`config.mk`:
```
export PLATFORM = sky130hd
export DESIGN_NAME = i2c_master_transfer_sequencer
export DESIGN_NICKNAME = d
export VERILOG_FILES = /design/src/hw/rtl/i2c_seq_pkg.sv /design/src/hw/rtl/i2c_master_transfer_sequencer.sv
export SDC_FILE = /design/constraint.sdc
export NUM_CORES = 1
export LEC_CHECK = 0
export ABC_AREA = 1
export ABC_CLOCK_PERIOD_IN_PS = 7100
export BUFFER_PORTS_ARGS = -buffer_cell sky130_fd_sc_hd__buf_2
export CAP_MARGIN = 30
export CELL_PAD_IN_SITES_DETAIL_PLACEMENT = 1
export CELL_PAD_IN_SITES_GLOBAL_PLACEMENT = 2
export CORE_MARGIN = 4
export CORE_UTILIZATION = 42
export DETAILED_ROUTE_END_ITERATION = 8
export HOLD_SLACK_MARGIN = 0.15
export PLACE_DENSITY_LB_ADDON = 0.1
export REMOVE_ABC_BUFFERS = 1
export SLEW_MARGIN = 40
export SYNTH_ARGS = -nofsm -noshare
export SYNTH_HDL_FRONTEND = slang
export SYNTH_SLANG_ARGS = --single-unit
```
`constraint.sdc`:
```
create_clock -name clk -period 7.1 [get_ports clk]
set_input_delay 0.71 -clock clk [delete_from_list [all_inputs] [get_ports clk]]
set_output_delay 0.71 -clock clk [all_outputs]
set_load 0.005 [all_outputs]
```
`src/hw/rtl/i2c_seq_pkg.sv`:
```
// Shared definitions for the I2C master transfer sequencer: bus action codes,
// command status codes and the packed result layout.
// No dependencies; used by the top level and by its checker.
package i2c_seq_pkg;

  // Next action on the bus, as returned with every result.
  typedef enum logic [2:0] {
    ACT_NONE  = 3'd0,
    ACT_START = 3'd1,
    ACT_SEND  = 3'd2,
    ACT_ACK   = 3'd3,
    ACT_NACK  = 3'd4,
    ACT_STOP  = 3'd5
  } act_t;

  // Answer to a start command.
  typedef enum logic [1:0] {
    CST_OK     = 2'd0,
    CST_TOOBIG = 2'd1,
    CST_BUSY   = 2'd2
  } cst_t;

  // Result layout, lowest field last so that bus_action sits in the lowest bits.
  typedef struct packed {
    logic [1:0] pad;
    logic [2:0] mode_out;
    logic [7:0] error_code;
    logic       ready_res;
    cst_t       command_status;
    logic [3:0] rx_slot;
    logic [7:0] rx_byte;
    logic       rx_valid;
    logic [7:0] tx_byte;
    act_t       bus_action;
  } res_t;

endpackage

```
`src/hw/rtl/i2c_master_transfer_sequencer.sv`:
```
// I2C master transfer sequencer: decides the next bus action for each command
// or bus status event, with the transmit byte store and a two-deep result buffer.
// Depends on i2c_seq_pkg.
//
//  Channel | Direction | Handshake             | Payload
//  --------+-----------+-----------------------+------------------------------------------
//  in_     | in        | in_tvalid / in_tready | in_tuser = func, in_tdata = operands
//  out_    | out       | out_tvalid/out_tready | out_tdata = action, bytes, status, state
//
// Each input transfer is decided in the cycle it is accepted: the state and the
// result buffer are written at that edge, so one item is taken per cycle while
// in_tready is high, and its result is registered. The transmit byte for the
// next send is prefetched from the store every cycle, so the store's registered
// read port never holds an item back. rst_n is synchronous and active low; it
// clears the sequencing state and both result stages. When the result register
// is full and not taken, one further transfer lands in the skid stage and
// in_tready then drops until the output side moves again.
module i2c_master_transfer_sequencer
  import i2c_seq_pkg::*;
#(
  parameter int TX_DEPTH = 16,
  parameter int RX_DEPTH = 16
) (
  input  logic        clk,
  input  logic        rst_n,
  input  logic        in_tvalid,
  output logic        in_tready,
  input  logic [1:0]  in_tuser,   // [1:0] func
  // [3:0] slot, [11:4] data_byte, [19:12] length, [26:20] device_address,
  // [27] rep_start, [35:28] bus_status, [39:36] zero
  input  logic [39:0] in_tdata,
  output logic        out_tvalid,
  input  logic        out_tready,
  // [2:0] bus_action, [10:3] tx_byte, [11] rx_valid, [19:12] rx_byte,
  // [23:20] rx_slot, [25:24] command_status, [26] ready_res,
  // [34:27] error_code, [37:35] mode_out, [39:38] zero
  output logic [39:0] out_tdata
);

  // Store address, transmit count and receive count widths.
  localparam int AW = $clog2(TX_DEPTH);
  localparam int CW = $clog2(TX_DEPTH + 1);
  localparam int RW = $clog2(RX_DEPTH + 1);

  // Item kinds carried in in_tuser.
  localparam logic [1:0] FN_LOAD  = 2'd0;
  localparam logic [1:0] FN_WRITE = 2'd1;
  localparam logic [1:0] FN_READ  = 2'd2;
  localparam logic [1:0] FN_EVENT = 2'd3;

  // Bus status codes after masking off the low three bits.
  localparam logic [7:0] ST_ILLEGAL  = 8'h00;
  localparam logic [7:0] ST_START    = 8'h08;
  localparam logic [7:0] ST_REPSTART = 8'h10;
  localparam logic [7:0] ST_SLAW_ACK = 8'h18;
  localparam logic [7:0] ST_SLAW_NAK = 8'h20;
  localparam logic [7:0] ST_DATW_ACK = 8'h28;
  localparam logic [7:0] ST_DATW_NAK = 8'h30;
  localparam logic [7:0] ST_ARB_LOST = 8'h38;
  localparam logic [7:0] ST_SLAR_ACK = 8'h40;
  localparam logic [7:0] ST_SLAR_NAK = 8'h48;
  localparam logic [7:0] ST_DATR_ACK = 8'h50;
  localparam logic [7:0] ST_DATR_NAK = 8'h58;
  localparam logic [7:0] ST_MASK     = 8'hF8;

  localparam logic [7:0] ERR_NONE    = 8'hFF;
  localparam logic [7:0] ERR_BUSY    = 8'hF8;

  typedef enum logic [2:0] {
    MODE_READY   = 3'd0,
    MODE_INIT    = 3'd1,
    MODE_REPSENT = 3'd2,
    MODE_TX      = 3'd3,
    MODE_RX      = 3'd4
  } mode_t;

  // Input fields.
  logic [1:0] func;
  logic [3:0] slot;
  logic [7:0] data_byte;
  logic [7:0] length;
  logic [6:0] device_address;
  logic       rep_start;
  logic [7:0] st;

  assign func           = in_tuser;
  assign slot           = in_tdata[3:0];
  assign data_byte      = in_tdata[11:4];
  assign length         = in_tdata[19:12];
  assign device_address = in_tdata[26:20];
  assign rep_start      = in_tdata[27];
  assign st             = in_tdata[35:28] & ST_MASK;

  // Sequencing state.
  mode_t          mode_r, mode_nxt;
  logic [7:0]     last_err_r, last_err_nxt;
  logic           hold_r, hold_nxt;
  logic [CW-1:0]  tx_count_r, tx_count_nxt;
  logic [CW-1:0]  tx_pos_r, tx_pos_nxt;
  logic [RW-1:0]  rx_count_r, rx_count_nxt;
  logic [RW-1:0]  rx_pos_r, rx_pos_nxt;

  // Result buffer: output register plus one skid stage.
  logic           out_v_r, out_v_nxt;
  res_t           out_d_r, out_d_nxt;
  logic           skid_v_r, skid_v_nxt;
  res_t           skid_d_r, skid_d_nxt;
  logic           in_rdy_r;

  // Transmit store with a registered, write-through read port. Slot 0 is also
  // kept in a register because a start after a repeated start sends it at once.
  logic [7:0]     tx_mem [TX_DEPTH];
  logic           mem_we;
  logic [AW-1:0]  mem_wa;
  logic [7:0]     mem_wd;
  logic [AW-1:0]  rd_addr;
  logic [7:0]     rd_q;
  logic [7:0]     slot0_r;

  logic           in_acc;
  res_t           res;

  logic [AW+3:0]  slot_ext;
  logic           slot_ok;
  logic           ready_now;
  logic           rx_cap;
  logic [RW-1:0]  rx_pos_cap;
  logic [RW+3:0]  rx_pos_ext;
  logic [7:0]     addr_byte;
  act_t           ack_act;

  assign in_acc    = in_tvalid && in_rdy_r;
  assign in_tready = in_rdy_r;

  assign slot_ext  = {{AW{1'b0}}, slot};
  assign slot_ok   = slot_ext < (AW + 4)'(TX_DEPTH);
  assign ready_now = (mode_r == MODE_READY) || (mode_r == MODE_REPSENT);
  assign addr_byte = {device_address, 1'b1};

  // A received byte is captured while there is room in the receive window.
  assign rx_cap     = (func == FN_EVENT) && ((st == ST_DATR_ACK) || (st == ST_DATR_NAK)) &&
                      ((RW + 1)'(rx_pos_r) < (RW + 1)'(RX_DEPTH));
  assign rx_pos_cap = rx_cap ? rx_pos_r + RW'(1) : rx_pos_r;
  assign rx_pos_ext = {4'd0, rx_pos_r};

  // Acknowledge while more bytes are still due after this one.
  assign ack_act = (((RW + 1)'(rx_pos_cap) + (RW + 1)'(1)) < (RW + 1)'(rx_count_r)) ?
                   ACT_ACK : ACT_NACK;

  always_comb begin
    mode_nxt     = mode_r;
    last_err_nxt = last_err_r;
    hold_nxt     = hold_r;
    tx_count_nxt = tx_count_r;
    tx_pos_nxt   = tx_pos_r;
    rx_count_nxt = rx_count_r;
    rx_pos_nxt   = rx_pos_r;
    mem_we       = 1'b0;
    mem_wa       = slot_ext[AW-1:0];
    mem_wd       = data_byte;
    res          = '0;

    if (in_acc) begin
      case (func)
        FN_LOAD: begin
          mem_we = slot_ok;
        end
        FN_WRITE: begin
          if ({1'b0, length} > 9'(TX_DEPTH)) begin
            res.command_status = CST_TOOBIG;
          end else if (!ready_now) begin
            res.command_status = CST_BUSY;
          end else begin
            hold_nxt     = rep_start;
            tx_count_nxt = CW'(length);
            mode_nxt     = MODE_INIT;
            if (mode_r == MODE_REPSENT) begin
              res.tx_byte    = slot0_r;
              res.bus_action = ACT_SEND;
              tx_pos_nxt     = CW'(1);
            end else begin
              res.bus_action = ACT_START;
              tx_pos_nxt     = '0;
            end
          end
        end
        FN_READ: begin
          if ({1'b0, length} >= 9'(RX_DEPTH)) begin
            res.command_status = CST_TOOBIG;
          end else if (!ready_now) begin
            res.command_status = CST_BUSY;
          end else begin
            // The read address goes out as a one-byte write from slot 0.
            rx_pos_nxt   = '0;
            rx_count_nxt = RW'(length);
            mem_we       = 1'b1;
            mem_wa       = '0;
            mem_wd       = addr_byte;
            hold_nxt     = rep_start;
            tx_count_nxt = CW'(1);
            mode_nxt     = MODE_INIT;
            if (mode_r == MODE_REPSENT) begin
              res.tx_byte    = addr_byte;
              res.bus_action = ACT_SEND;
              tx_pos_nxt     = CW'(1);
            end else begin
              res.bus_action = ACT_START;
              tx_pos_nxt     = '0;
            end
          end
        end
        default: begin
          if (rx_cap) begin
            res.rx_valid = 1'b1;
            res.rx_byte  = data_byte;
            res.rx_slot  = rx_pos_ext[3:0];
          end
          rx_pos_nxt = rx_pos_cap;
          case (st)
            ST_START, ST_SLAW_ACK, ST_DATW_ACK: begin
              if (st == ST_SLAW_ACK) begin
                mode_nxt = MODE_TX;
              end
              if (tx_pos_r < tx_count_r) begin
                res.tx_byte    = rd_q;
                res.bus_action = ACT_SEND;
                tx_pos_nxt     = tx_pos_r + CW'(1);
                last_err_nxt   = ERR_BUSY;
              end else begin
                last_err_nxt = ERR_NONE;
                if (hold_r) begin
                  res.bus_action = ACT_START;
                end else begin
                  res.bus_action = ACT_STOP;
                  mode_nxt       = MODE_READY;
                end
              end
            end
            ST_SLAR_ACK: begin
              mode_nxt       = MODE_RX;
              last_err_nxt   = ERR_BUSY;
              res.bus_action = ack_act;
            end
            ST_DATR_ACK: begin
              last_err_nxt   = ERR_BUSY;
              res.bus_action = ack_act;
            end
            ST_DATR_NAK, ST_SLAW_NAK, ST_DATW_NAK, ST_ARB_LOST, ST_SLAR_NAK: begin
              last_err_nxt = (st == ST_DATR_NAK) ? ERR_NONE : st;
              if (hold_r) begin
                res.bus_action = ACT_START;
              end else begin
                res.bus_action = ACT_STOP;
                mode_nxt       = MODE_READY;
              end
            end
            ST_REPSTART: begin
              mode_nxt = MODE_REPSENT;
            end
            ST_ILLEGAL: begin
              last_err_nxt   = ST_ILLEGAL;
              mode_nxt       = MODE_READY;
              res.bus_action = ACT_STOP;
            end
            default: begin
            end
          endcase
        end
      endcase
    end

    res.ready_res  = (mode_nxt == MODE_READY) || (mode_nxt == MODE_REPSENT);
    res.error_code = last_err_nxt;
    res.mode_out   = 3'(mode_nxt);
    res.pad        = '0;
  end

  // Prefetch the store entry at the next send position every cycle.
  assign rd_addr = tx_pos_nxt[AW-1:0];

  always_ff @(posedge clk) begin
    if (mem_we) begin
      tx_mem[mem_wa] <= mem_wd;
    end
    rd_q <= (mem_we && (mem_wa == rd_addr)) ? mem_wd : tx_mem[rd_addr];
    if (mem_we && (mem_wa == '0)) begin
      slot0_r <= mem_wd;
    end
  end

  // Result buffer: the skid stage only fills when the output register is held.
  always_comb begin
    out_v_nxt  = out_v_r;
    out_d_nxt  = out_d_r;
    skid_v_nxt = skid_v_r;
    skid_d_nxt = skid_d_r;
    if (skid_v_r) begin
      if (out_tready) begin
        out_d_nxt  = skid_d_r;
        skid_v_nxt = 1'b0;
      end
    end else if (in_acc) begin
      if (!out_v_r || out_tready) begin
        out_v_nxt = 1'b1;
        out_d_nxt = res;
      end else begin
        skid_v_nxt = 1'b1;
        skid_d_nxt = res;
      end
    end else if (out_tready) begin
      out_v_nxt = 1'b0;
    end
  end

  always_ff @(posedge clk) begin
    if (!rst_n) begin
      mode_r     <= MODE_READY;
      last_err_r <= ERR_NONE;
      hold_r     <= 1'b0;
      tx_count_r <= '0;
      tx_pos_r   <= '0;
      rx_count_r <= '0;
      rx_pos_r   <= '0;
      out_v_r    <= 1'b0;
      skid_v_r   <= 1'b0;
      in_rdy_r   <= 1'b0;
    end else begin
      mode_r     <= mode_nxt;
      last_err_r <= last_err_nxt;
      hold_r     <= hold_nxt;
      tx_count_r <= tx_count_nxt;
      tx_pos_r   <= tx_pos_nxt;
      rx_count_r <= rx_count_nxt;
      rx_pos_r   <= rx_pos_nxt;
      out_v_r    <= out_v_nxt;
      skid_v_r   <= skid_v_nxt;
      in_rdy_r   <= !skid_v_nxt;
    end
    out_d_r  <= out_d_nxt;
    skid_d_r <= skid_d_nxt;
  end

  assign out_tvalid = out_v_r;
  assign out_tdata  = out_d_r;

endmodule

```
==> results.ini, run 1 <==
[worst_hold_path]
hp-class=in2reg
min-delay-start=in_tdata[14]
hold_depth=3
hold_path_end=rx_count_r[2]$_SDFFE_PN0P_

[sta]
finalSetupViolations=0
setup_tns_ns=0
worst_pin_slew_ns=0.8469
drv_slew=0
slew-limit-headroom=0.4333
finalHoldViolations=0
final.setup_skew_ns=0.01676
grt_setup_unrepaired=false
period_needed_ns=3.493
layout_setup_ws_ns=3.607
fmax_mhz=286.3
timing.final.crit_share=0.4920

[critical_path]
endpoint_kind=register
cpMostUsedCell=inv_1
max_stage_delay_ns=0.58
cp_cell_sequence=buf_2, inv_1, ha_1, inv_1, nor2_4, nand2_2, nor2_4, inv_2, o21ai_1, inv_1, nor2_1
critical_path_class=in2reg
r2r_slack_ns=4.25
critPathBufInv=5
cp.required_ns=7.28
crit_fanout=25
slowest_stage=nor2_1
reg2reg_from=rx_pos_r[0]$_SDFFE_PN0P_
regToRegEndpoint=out_tdata[0]$_DFFE_PP_
r2r_cells=20
cp-start-kind=input pin
cp.arrival_ns=3.67
critical-path-top-delay-family=simple AND/OR/NAND/NOR gates

[global_route]
grt_pass1_vias=8342
use_met2=0.3267
grt_pass1_wl_um=47710
grt_max_degree=73
grt_overflow_total=0
gr-usage-met3=0.02241
grt.busiest_layer=met2
use_met1=0.3249
track_usage=0.2105
antenna_found_initial=0

[floorplanning]
dieArea_um2=29120
core-area_um2=26060
num_io_pins=88
chipWidth_um=170.6
die_y_um=170.6
start_util=0.4264
rows=59

[power]
p_sw_frac=0.2364
p_switching_mw=0.7385
p_leak_nw=5.068
p_clk_frac=0.422
cellPowerDensity_nw_per_um2=245.1
pwr-share-seq=0.503
vdd_drop_max_uv=178.9
pwr-share-comb=0.075
p_int_mw=2.385

[clocking]
clk_pin_slew_ns=0.06
cts_max_level=1
cts_hold_buf=0
cts.repair.resized=0
insertion_delay_ns=0.55
cts.path.max_buffers=3
root_buffer=clkbuf_16
clock_sinks=243
numCtsBuffers=27
cts_tree=built
cts_setup_buffers=0

[yosys]
synth_top_cell_by_area=edfxtp_1
netlist_instances=1131
ys_top_cells_by_area=edfxtp_1 55%, nand2_1 10%, dfxtp_1 7.0%, nand3_1 3.9%, inv_1 3.2%
ys_seq_area_frac=0.6216
yosysUniqueCellTypes=44
ys_seq_elements=243
syn_area_um2=11110
yosysWarnings=0
netlist.area_leader.share=0.5514
avgSynthCellArea_um2=9.824

[placement]
pre_cts_slack_ns=3.029
routabilityCongestion=0.8432
hpwlAfterDp_um=21290
placed_cells=1515
port_buffers=78

[finish]
fillers=2981
drive_gt1_frac=0.1600
nets=1273
n_antenna_cell=0
final_cells=1566
final_core_util=0.4892
area_growth_pct=14.73

[routing]
via_per_inst=5.314
drt_iter0_drc=558
first_pass_iters=5
drc=0
ant_nets=0
wl_um=30990
route.vias.total=8322
routedWlPerCell_um=19.79

[status]
status=complete, no violations

[run]
max_cap_violations=0

cell type report:
| class | instances | area [um2] | share of cell area |
|---|---|---|---|
| Sequential cell | 243 | 6907 | 0.5418 |
| Multi-Input combinational cell | 732 | 3611 | 0.2833 |
| Clock buffer | 38 | 726.9 | 0.05703 |
| Timing Repair Buffer | 96 | 565.5 | 0.04437 |
| Tap cell | 335 | 419.2 | 0.03288 |
| Inverter | 110 | 415.4 | 0.03259 |
| Clock inverter | 12 | 102.6 | 0.008049 |
worst max path at each step:
| stage | start | to | slack (ns) | cells past startpoint |
|---|---|---|---|---|
| 2_1_floorplan | in_tvalid | out_tdata[0]$_DFFE_PP_ | 3.66 | 4 |
| 3_3_place_gp | in_tuser[0] | tx_mem[12][3]$_DFFE_PP_ | 2.98 | 9 |
| 3_5_place_dp | in_tuser[0] | tx_mem[2][4]$_DFFE_PP_ | 3.03 | 11 |
| 4_1_cts | in_tuser[0] | tx_mem[2][2]$_DFFE_PP_ | 3.61 | 11 |
| 5_1_grt | in_tuser[0] | tx_mem[3][2]$_DFFE_PP_ | 3.29 | 11 |
| 6_report | in_tuser[0] | tx_mem[2][4]$_DFFE_PP_ | 3.61 | 11 |
stage by stage:
step | hold WS (ns) | total power, mW | cell area, um2
floorplan | 0.4303 | 1.733 | 10900
global placement | 0.4485 | 1.826 | 11830
detailed placement | 0.4571 | 1.835 | 11890
CTS | 0.4249 | 3.157 | 12720
global route | 0.4475 | 3.246 | 12750
finish | 0.4447 | 3.124 | 12750
routing by layer:
metal / wire length (um) / up-vias / part of all wire
li1: - / 4019 / -
met1: 15290 / 4096 / 0.49
met2: 13760 / 166 / 0.44
met3: 1475 / 41 / 0.048
met4: 458 / 0 / 0.015
met5: 0 / - / 0
power groups by stage:
stage,registers [mW],logic (mW),clock network (mW)
final,1.57,0.235,1.32
after global routing,1.57,0.263,1.41
after CTS,1.57,0.236,1.35
after detailed placement,1.60,0.235,0
after global placement,1.60,0.226,0
after floorplan,1.61,0.125,0
synthesized netlist by cell type (all sizes together):
library cell / n
nand2: 314
edfxtp: 204
inv: 109
nor2: 103
nand3: 91
a21oi: 67
o21ai: 60
dfxtp: 39
clkbuf: 30
a31oi: 18
ha: 17
buf: 16
a22oi: 14
nand4: 13
nor3: 11
o211ai: 5
xor2: 4
nor4: 2
o21bai: 2
o22ai: 2
and2: 1
clkinv: 1
conb: 1
dlygate4sd1: 1
nand3b: 1
o221ai: 1
o31ai: 1
o41ai: 1
or2: 1
xnor2: 1
state kept, by name (all words and copies together), names as in the netlist, 3 cells and up, named ones only:
register    flops
tx_mem        121
out_tdata      38
skid_d_r       38
last_err_r      8
slot0_r         7
rx_count_r      5
rx_pos_r        5
tx_count_r      5
tx_pos_r        5
mode_r          3
tightest hold or removal path: stages:
cell     delay, ns
buf_2         0.11
inv_1         0.06
a21oi_1       0.05
logic make-up (layout without fill, tap and decap cells):
kind of cell | after synthesis | count (layout) | share of synthesized area
and+or+nand+nor | 537 | 537 | 0.2096
adders and majority gates | 17 | 17 | 0.01914
DFF | 243 | 243 | 0.6216
other | 1 | 2 | 0.0003375
xor gates and xnor gates | 5 | 5 | 0.003941
buffers and inverters | 157 | 256 | 0.05709
AOI/OAI and AO/OA | 171 | 171 | 0.08829
placed cells by master (no fill, tap or decap), types with 10 or more instances in the layout:
cell type | netlist | layout
a21oi_1 | 65 | 65
a22oi_1 | 14 | 14
a31oi_1 | 18 | 18
buf_2 | 13 | 78
buf_4 | 3 | 15
clkbuf_1 | 29 | 10
clkbuf_16 | 0 | 27
dfxtp_1 | 39 | 39
edfxtp_1 | 204 | 204
ha_1 | 17 | 17
inv_1 | 96 | 95
inv_2 | 12 | 13
nand2_1 | 301 | 301
nand2_2 | 13 | 13
nand3_1 | 86 | 86
nand4_1 | 10 | 10
nor2_1 | 93 | 84
nor2_2 | 6 | 13
nor3_1 | 11 | 10
o21ai_0 | 49 | 45
No activity file was read; power rests on OpenSTA's default activity.
==> inputs of run 2 (changes only) <==
Settings changed: ABC_CLOCK_PERIOD_IN_PS 7100 to 3600, CORE_UTILIZATION 42 to 39.
Clock period 7.1 ns to 3.6 ns, I/O delays scaled along.
==> results.ini, run 2 (synthesis results as in run 1) <==
[routing]
ant_nets=0  ; unchanged
route.vias.total=8365  ; was 8322
drc=0  ; unchanged
first_pass_iters=5  ; unchanged
wl_um=31240  ; was 30990 um
via_per_inst=5.107  ; was 5.314
routedWlPerCell_um=19.07  ; was 19.79 um
drt_iter0_drc=444  ; was 558

[critical_path]
endpoint_kind=register  ; unchanged
critical_path_class=reg2reg  ; was in2reg
cp.required_ns=4.01  ; was 7.28 ns
crit_fanout=5  ; was 25
cp.arrival_ns=3.34  ; was 3.67 ns
r2r_cells=20  ; unchanged
cp-start-kind=register  ; was input pin

[power]
vdd_drop_max_uv=339.8  ; was 178.9 uV
cellPowerDensity_nw_per_um2=496.6  ; was 245.1 nW/um2
p_leak_nw=5.275  ; was 5.068 nW

[global_route]
grt_overflow_total=0  ; unchanged
grt_pass1_vias=8407  ; was 8342
grt_max_degree=57  ; was 73
grt_pass1_wl_um=48700  ; was 47710 um
antenna_found_initial=0  ; unchanged
track_usage=0.2001  ; was 0.2105

[sta]
slew-limit-headroom=0.4775  ; was 0.4333
grt_setup_unrepaired=false  ; unchanged
period_needed_ns=2.928
finalSetupViolations=0  ; unchanged
setup_tns_ns=0  ; unchanged
final.setup_skew_ns=0.01362  ; was 0.01676 ns
finalHoldViolations=0  ; unchanged
timing.final.crit_share=0.8134
worst_pin_slew_ns=0.7736  ; was 0.8469 ns
drv_slew=0  ; unchanged
fmax_mhz=341.5

[finish]
final_core_util=0.4698  ; was 0.4892
drive_gt1_frac=0.1730  ; was 0.1600
largest_reg_flops=121  ; unchanged
multiInputGateArea_um2=3588  ; was 3611 um2
n_antenna_cell=0  ; unchanged
final_cell_mix=301 x nand2_1, 204 x edfxtp_1, 95 x inv_1, 91 x nor2_1, 86 x nand3_1  ; was 301 x nand2_1, 204 x edfxtp_1, 95 x inv_1, 86 x nand3_1, 84 x nor2_1
regMostFlops=tx_mem  ; unchanged
fillers=3181  ; was 2981
nets=1302  ; was 1273
area_growth_pct=18.11  ; was 14.73%
layout_commonest_cell=nand2_1  ; unchanged
seqCellArea_um2=6907  ; unchanged

[worst_hold_path]
hp-class=in2reg  ; unchanged
hold_depth=2  ; was 3

[clocking]
clk_pin_slew_ns=0.06  ; about the same
cts_max_level=1  ; unchanged
insertion_delay_ns=0.54  ; was 0.55 ns
root_buffer=clkbuf_16  ; unchanged
clock_sinks=243  ; unchanged
cts.path.max_buffers=3  ; unchanged
cts_setup_buffers=0  ; unchanged
numCtsBuffers=28  ; was 27
cts_tree=built  ; unchanged

[floorplanning]
core-area_um2=27930  ; was 26060 um2
rows=61  ; was 59
die_y_um=176.8  ; was 170.6 um
num_io_pins=88  ; unchanged
chipWidth_um=176.8  ; was 170.6 um
dieArea_um2=31250  ; was 29120 um2
start_util=0.3977  ; was 0.4264

[placement]
routabilityCongestion=0.8025  ; was 0.8432
hpwlAfterDp_um=22260  ; was 21290 um
port_buffers=78  ; unchanged

[run]
max_cap_violations=0  ; unchanged

[status]
status=complete, no violations  ; unchanged

## run 2: cell types whose count changed in the layout (fill, tap and decap cells not counted), moves of 5 or more
cell	change
nor2_2	-7
buf_4	+24
nor2_1	+7
dlygate4sd3_1	+6
clkbuf_1	-6
clkbuf_8	+5
## run 2: layout make-up
| class | count | share of cell area |
|---|---|---|
| well taps | 378 | 0.03604 |
| clock inverters | 13 | 0.01354 |
| flip-flops and latches | 243 | 0.5263 |
| inverters | 110 | 0.03166 |
| multi-input cells | 732 | 0.2735 |
| clock buffers | 38 | 0.06083 |
| repair buffers | 124 | 0.05816 |
## run 2: per-stage QoR
stage               total power [mW]  hold WS (ns)  instance area [um2]  std cells  setup slack [ns]
floorplan                      3.418        0.4287                10900       1085            0.1794
global placement               3.613        0.4406                12090       1581            0.4016
detailed placement             3.621        0.4578                12090       1581            0.3844
CTS                            6.597        0.1710                13120       1638            0.6820
global route                   6.769        0.1862                13120       1638            0.3575
finish                         6.516        0.1948                13120       1638            0.6718
## run 2: metal layers
layer  wire length, um  vias up  share of wire  global-route usage
met5                 0        -              0                   0
met4               486        0          0.016             0.03707
met3              1668       33          0.053             0.02969
met2             13510      183           0.43              0.3046
met1             15580     4084           0.50              0.3079
li1                  -     4065              -                   -
## run 2: power by group
| group | internal [mW] | switching, mW |
|---|---|---|
| registers | 3.08 | 0.0155 |
| clock network | 1.83 | 1.12 |
| logic | 0.143 | 0.324 |
## run 2: worst paths after layout
path                              start                          to  slack (ns)
max reg2reg    rx_pos_r[1]$_SDFFE_PN0P_      out_tdata[1]$_DFFE_PP_        0.67
max            rx_pos_r[1]$_SDFFE_PN0P_      out_tdata[1]$_DFFE_PP_        0.67
min                               rst_n    last_err_r[3]$_SDFF_PN1_        0.19
min reg2reg  rx_count_r[4]$_SDFFE_PN0P_  rx_count_r[4]$_SDFFE_PN0P_        0.46
## run 2: critical path, stage by stage (launching register included)
cell	delay, ns
dfxtp_1	0.43
ha_1	0.28
inv_1	0.06
nand4_1	0.09
nand2_1	0.14
inv_1	0.07
ha_1	0.23
xor2_1	0.15
inv_1	0.06
ha_1	0.26
nand2_1	0.07
nand2_1	0.05
nand2_1	0.06
nand2_1	0.05
a21oi_1	0.29
nand3_1	0.18
nand2_1	0.09
nand2_1	0.05
nand2_1	0.10
nand2_1	0.05
nand2_1	0.07
## run 2: repair_timing
item,in CTS,in global routing
resized for setup,0,0
hold buffers,6,0
endpoints found under the hold margin,9,0
==> inputs of run 3 (changes only) <==
Settings changed: ABC_AREA 1 to 0, ABC_CLOCK_PERIOD_IN_PS 3600 to 2980, CORE_UTILIZATION 39 to 43.
Clock period 3.6 ns to 2.98 ns, I/O delays scaled along.
==> results.ini, run 3 <==
[power]
p_switching_mw=1.574  ; was 1.460 mW
cellPowerDensity_nw_per_um2=576.6  ; was 496.6 nW/um2
p_clk_frac=0.449  ; was 0.453
pwr-share-seq=0.505  ; was 0.475
p_sw_frac=0.2134  ; was 0.2240
p_int_mw=5.803  ; was 5.057 mW
vdd_drop_max_uv=482.8  ; was 339.8 uV
pwr-share-comb=0.046  ; was 0.072
p_leak_nw=4.513  ; was 5.275 nW

[finish]
largest_reg_flops=121  ; unchanged
seqCellArea_um2=6908  ; was 6907 um2
layout_commonest_cell=edfxtp_1  ; was nand2_1
final_cell_mix=204 x edfxtp_1, 78 x buf_2, 73 x nand2_1, 62 x nor2_1, 53 x buf_4  ; was 301 x nand2_1, 204 x edfxtp_1, 95 x inv_1, 91 x nor2_1, 86 x nand3_1
n_antenna_cell=0  ; unchanged
area_growth_pct=19.53  ; was 18.11%
multiInputGateArea_um2=3551  ; was 3588 um2
regMostFlops=tx_mem  ; unchanged
final_core_util=0.5245  ; was 0.4698
nets=971  ; was 1302
fillers=2475  ; was 3181
drive_gt1_frac=0.2834  ; was 0.1730

[sta]
slew-limit-headroom=0.5243  ; was 0.4775
fmax_mhz=367.7  ; was 341.5 MHz
timing.final.crit_share=0.9127  ; was 0.8134
layout_setup_ws_ns=0.2601  ; was 0.6718 ns
finalHoldViolations=0  ; unchanged
period_needed_ns=2.720  ; was 2.928 ns
finalSetupViolations=0  ; unchanged
worst_pin_slew_ns=0.7118  ; was 0.7736 ns
drv_slew=0  ; unchanged
final.setup_skew_ns=0.008152  ; was 0.01362 ns
grt_setup_unrepaired=false  ; unchanged

[clocking]
clock_sinks=243  ; unchanged
insertion_delay_ns=0.54  ; about the same
cts_max_level=1  ; unchanged
cts.path.max_buffers=3  ; unchanged
root_buffer=clkbuf_16  ; unchanged
clk_pin_slew_ns=0.06  ; about the same
numCtsBuffers=26  ; was 28
cts_setup_buffers=0  ; unchanged
cts_tree=built  ; unchanged

[global_route]
grt_pass1_vias=7419  ; was 8407
grt_pass1_wl_um=44770  ; was 48700 um
grt_overflow_total=0  ; unchanged
antenna_found_initial=0  ; unchanged
track_usage=0.2065  ; was 0.2001
grt_max_degree=29  ; was 57

[run]
max_cap_violations=0  ; unchanged

[yosys]
synth_edf_count=204  ; unchanged
netlist_instances=770  ; was 1131
ys_seq_elements=243  ; unchanged
synth_top_cell_by_area=edfxtp_1  ; unchanged
ys_seq_area_frac=0.6453  ; was 0.6216
avgSynthCellArea_um2=13.90  ; was 9.824 um2
yosys-top-cells-count=204 x edfxtp_1, 73 x nand2_1, 63 x nor2_1  ; was 301 x nand2_1, 204 x edfxtp_1, 96 x inv_1
ys_top_cells_by_area=edfxtp_1 57%, dfxtp_1 7.3%, mux4_2 5.5%, mux2_2 3.7%, nand2_1 2.6%  ; was edfxtp_1 55%, nand2_1 10%, dfxtp_1 7.0%, nand3_1 3.9%, inv_1 3.2%
syn_area_um2=10700  ; was 11110 um2
yosysUniqueCellTypes=74  ; was 44
netlist.area_leader.share=0.5724  ; was 0.5514
synthFlopType=edfxtp_1  ; unchanged
synthArstFlopShare=0  ; unchanged
yosysWarnings=0  ; unchanged
yosysMostFrequentCell=edfxtp_1  ; was nand2_1

[routing]
via_per_inst=5.617  ; was 5.107
routedWlPerCell_um=22.88  ; was 19.07 um
drc=0  ; unchanged
wl_um=28650  ; was 31240 um
drt_iter0_drc=542  ; was 444
route.vias.total=7033  ; was 8365
ant_nets=0  ; unchanged
first_pass_iters=5  ; unchanged

[status]
status=complete, no violations  ; unchanged

[critical_path]
max_stage_delay_ns=0.31  ; was 0.43 ns
cpMostUsedCell=ha_1  ; was nand2_1
cp.arrival_ns=3.08  ; was 3.34 ns
critPathBufInv=1  ; was 3
critical-path-top-delay-family=compound AO/OA/AOI/OAI gates  ; was simple AND/OR/NAND/NOR gates
endpoint_kind=register  ; unchanged
cp-start-kind=register  ; unchanged
crit_fanout=3  ; was 5
critical_path_class=reg2reg  ; unchanged
slowest_stage=dfxtp_1  ; unchanged
cp.required_ns=3.34  ; was 4.01 ns
cp_cell_sequence=nor3b_2, nand2_1, inv_1, ha_1, ha_1, ha_1, a21bo_2, a21oi_1, o21ai_2, a31oi_2, a21oi_2, o31ai_1  ; was ha_1, inv_1, nand4_1, nand2_1, inv_1, ha_1, xor2_1, inv_1, ha_1, nand2_1, nand2_1, nand2_1, nand2_1, a21oi_1, nand3_1, nand2_1, nand2_1, nand2_1, nand2_1, nand2_1

[placement]
hpwlAfterDp_um=20510  ; was 22260 um
pre_cts_slack_ns=-0.1931  ; was 0.3844 ns
routabilityCongestion=0.8652  ; was 0.8025
port_buffers=78  ; unchanged

[floorplanning]
rows=57  ; was 61
chipWidth_um=165.8  ; was 176.8 um
start_util=0.4388  ; was 0.3977
core-area_um2=24390  ; was 27930 um2
num_io_pins=88  ; unchanged
die_y_um=165.8  ; was 176.8 um
dieArea_um2=27480  ; was 31250 um2

[worst_hold_path]
hp-class=in2reg  ; unchanged

-- run 3: cell count changes in the layout (fill, tap and decap cells not counted), moves of 29 or more --
cell / change
a21oi_1: -31
nand3_1: -77
nand2_1: -228
nor2_1: -29
inv_1: -70
mux2_2: +35
-- run 3: final cells by class --
type                       instances  share of cell area
sequential                       243              0.5400
multi-input combinational        464              0.2776
timing repair buffer             145             0.07335
clock buffer                      35             0.05663
tap                              324             0.03169
clock inverter                    13             0.01262
inverter                          28            0.008215
-- run 3: final timing paths --
path / startpoint / endpoint / slack, ns / cells after the start
worst max register to register: rx_pos_r[4]$_SDFFE_PN0P_ / out_tdata[2]$_DFFE_PP_ / 0.26 / 12
worst min-delay path: out_tready / skid_v_r$_SDFF_PN0_ / 0.17 / 4
worst min register to register: rx_count_r[4]$_SDFFE_PN0P_ / rx_count_r[4]$_SDFFE_PN0P_ / 0.46 / 2
worst max-delay path: rx_pos_r[4]$_SDFFE_PN0P_ / out_tdata[2]$_DFFE_PP_ / 0.26 / 12
-- run 3: cell families after synthesis --
kind of cell    after synthesis  share of synthesized area
buf+inv                      64                    0.02724
simple gates                233                     0.1057
flops                       243                     0.6453
fa+ha+maj                    17                    0.01987
xor+xnor                      6                   0.004911
other cells                   1                  0.0003504
compound gates              126                    0.07622
mux                          80                     0.1204
-- run 3: worst register-to-register path, stage by stage (launching register included) --
cell and delay, ns:
dfxtp_1 0.31, nor3b_2 0.23, nand2_1 0.10, inv_1 0.11
ha_1 0.25, ha_1 0.29, ha_1 0.28, a21bo_2 0.21
a21oi_1 0.17, o21ai_2 0.09, a31oi_2 0.20, a21oi_2 0.07
o31ai_1 0.22
-- run 3: what timing repair did --
| item | 4_1_cts | 5_1_grt |
|---|---|---|
| endpoints found under the setup margin | 0 | 6 |
| gates resized for setup | 0 | 7 |
| hold buffers | 13 | 0 |
| hold endpoints to repair | 17 | 0 |
-- run 3: power by group through the flow --
stage	Combinational (mW)	Sequential [mW]	Clock [mW]
5_1_grt	0.372	3.73	3.55
3_5_place_dp	0.326	3.80	0
4_1_cts	0.340	3.73	3.39
3_3_place_gp	0.314	3.80	0
2_1_floorplan	0.145	3.80	0
6_report	0.340	3.73	3.31
-- run 3: metal layers --
layer  vias to the layer above  global-route usage  routed length, um
met4                         0             0.04340                492
li1                       3207                   -                  -
met3                        40             0.03785               1819
met5                         -                   0                  0
met2                       195              0.3182              12790
met1                      3591              0.3101              13540
-- run 3: per-stage QoR --
step                setup TNS (ns)  hold slack, ns  power, mW  cell area (um2)  cells
finish                           0          0.1708      7.377            12790   1252
global route                     0          0.1642      7.650            12790   1252
CTS                              0          0.1513      7.456            12770   1252
detailed placement         -0.8139          0.4583      4.125            11750   1191
global placement           -0.3153          0.4531      4.111            11750   1191
floorplan                   -69.04          0.3599      3.944            10520    735
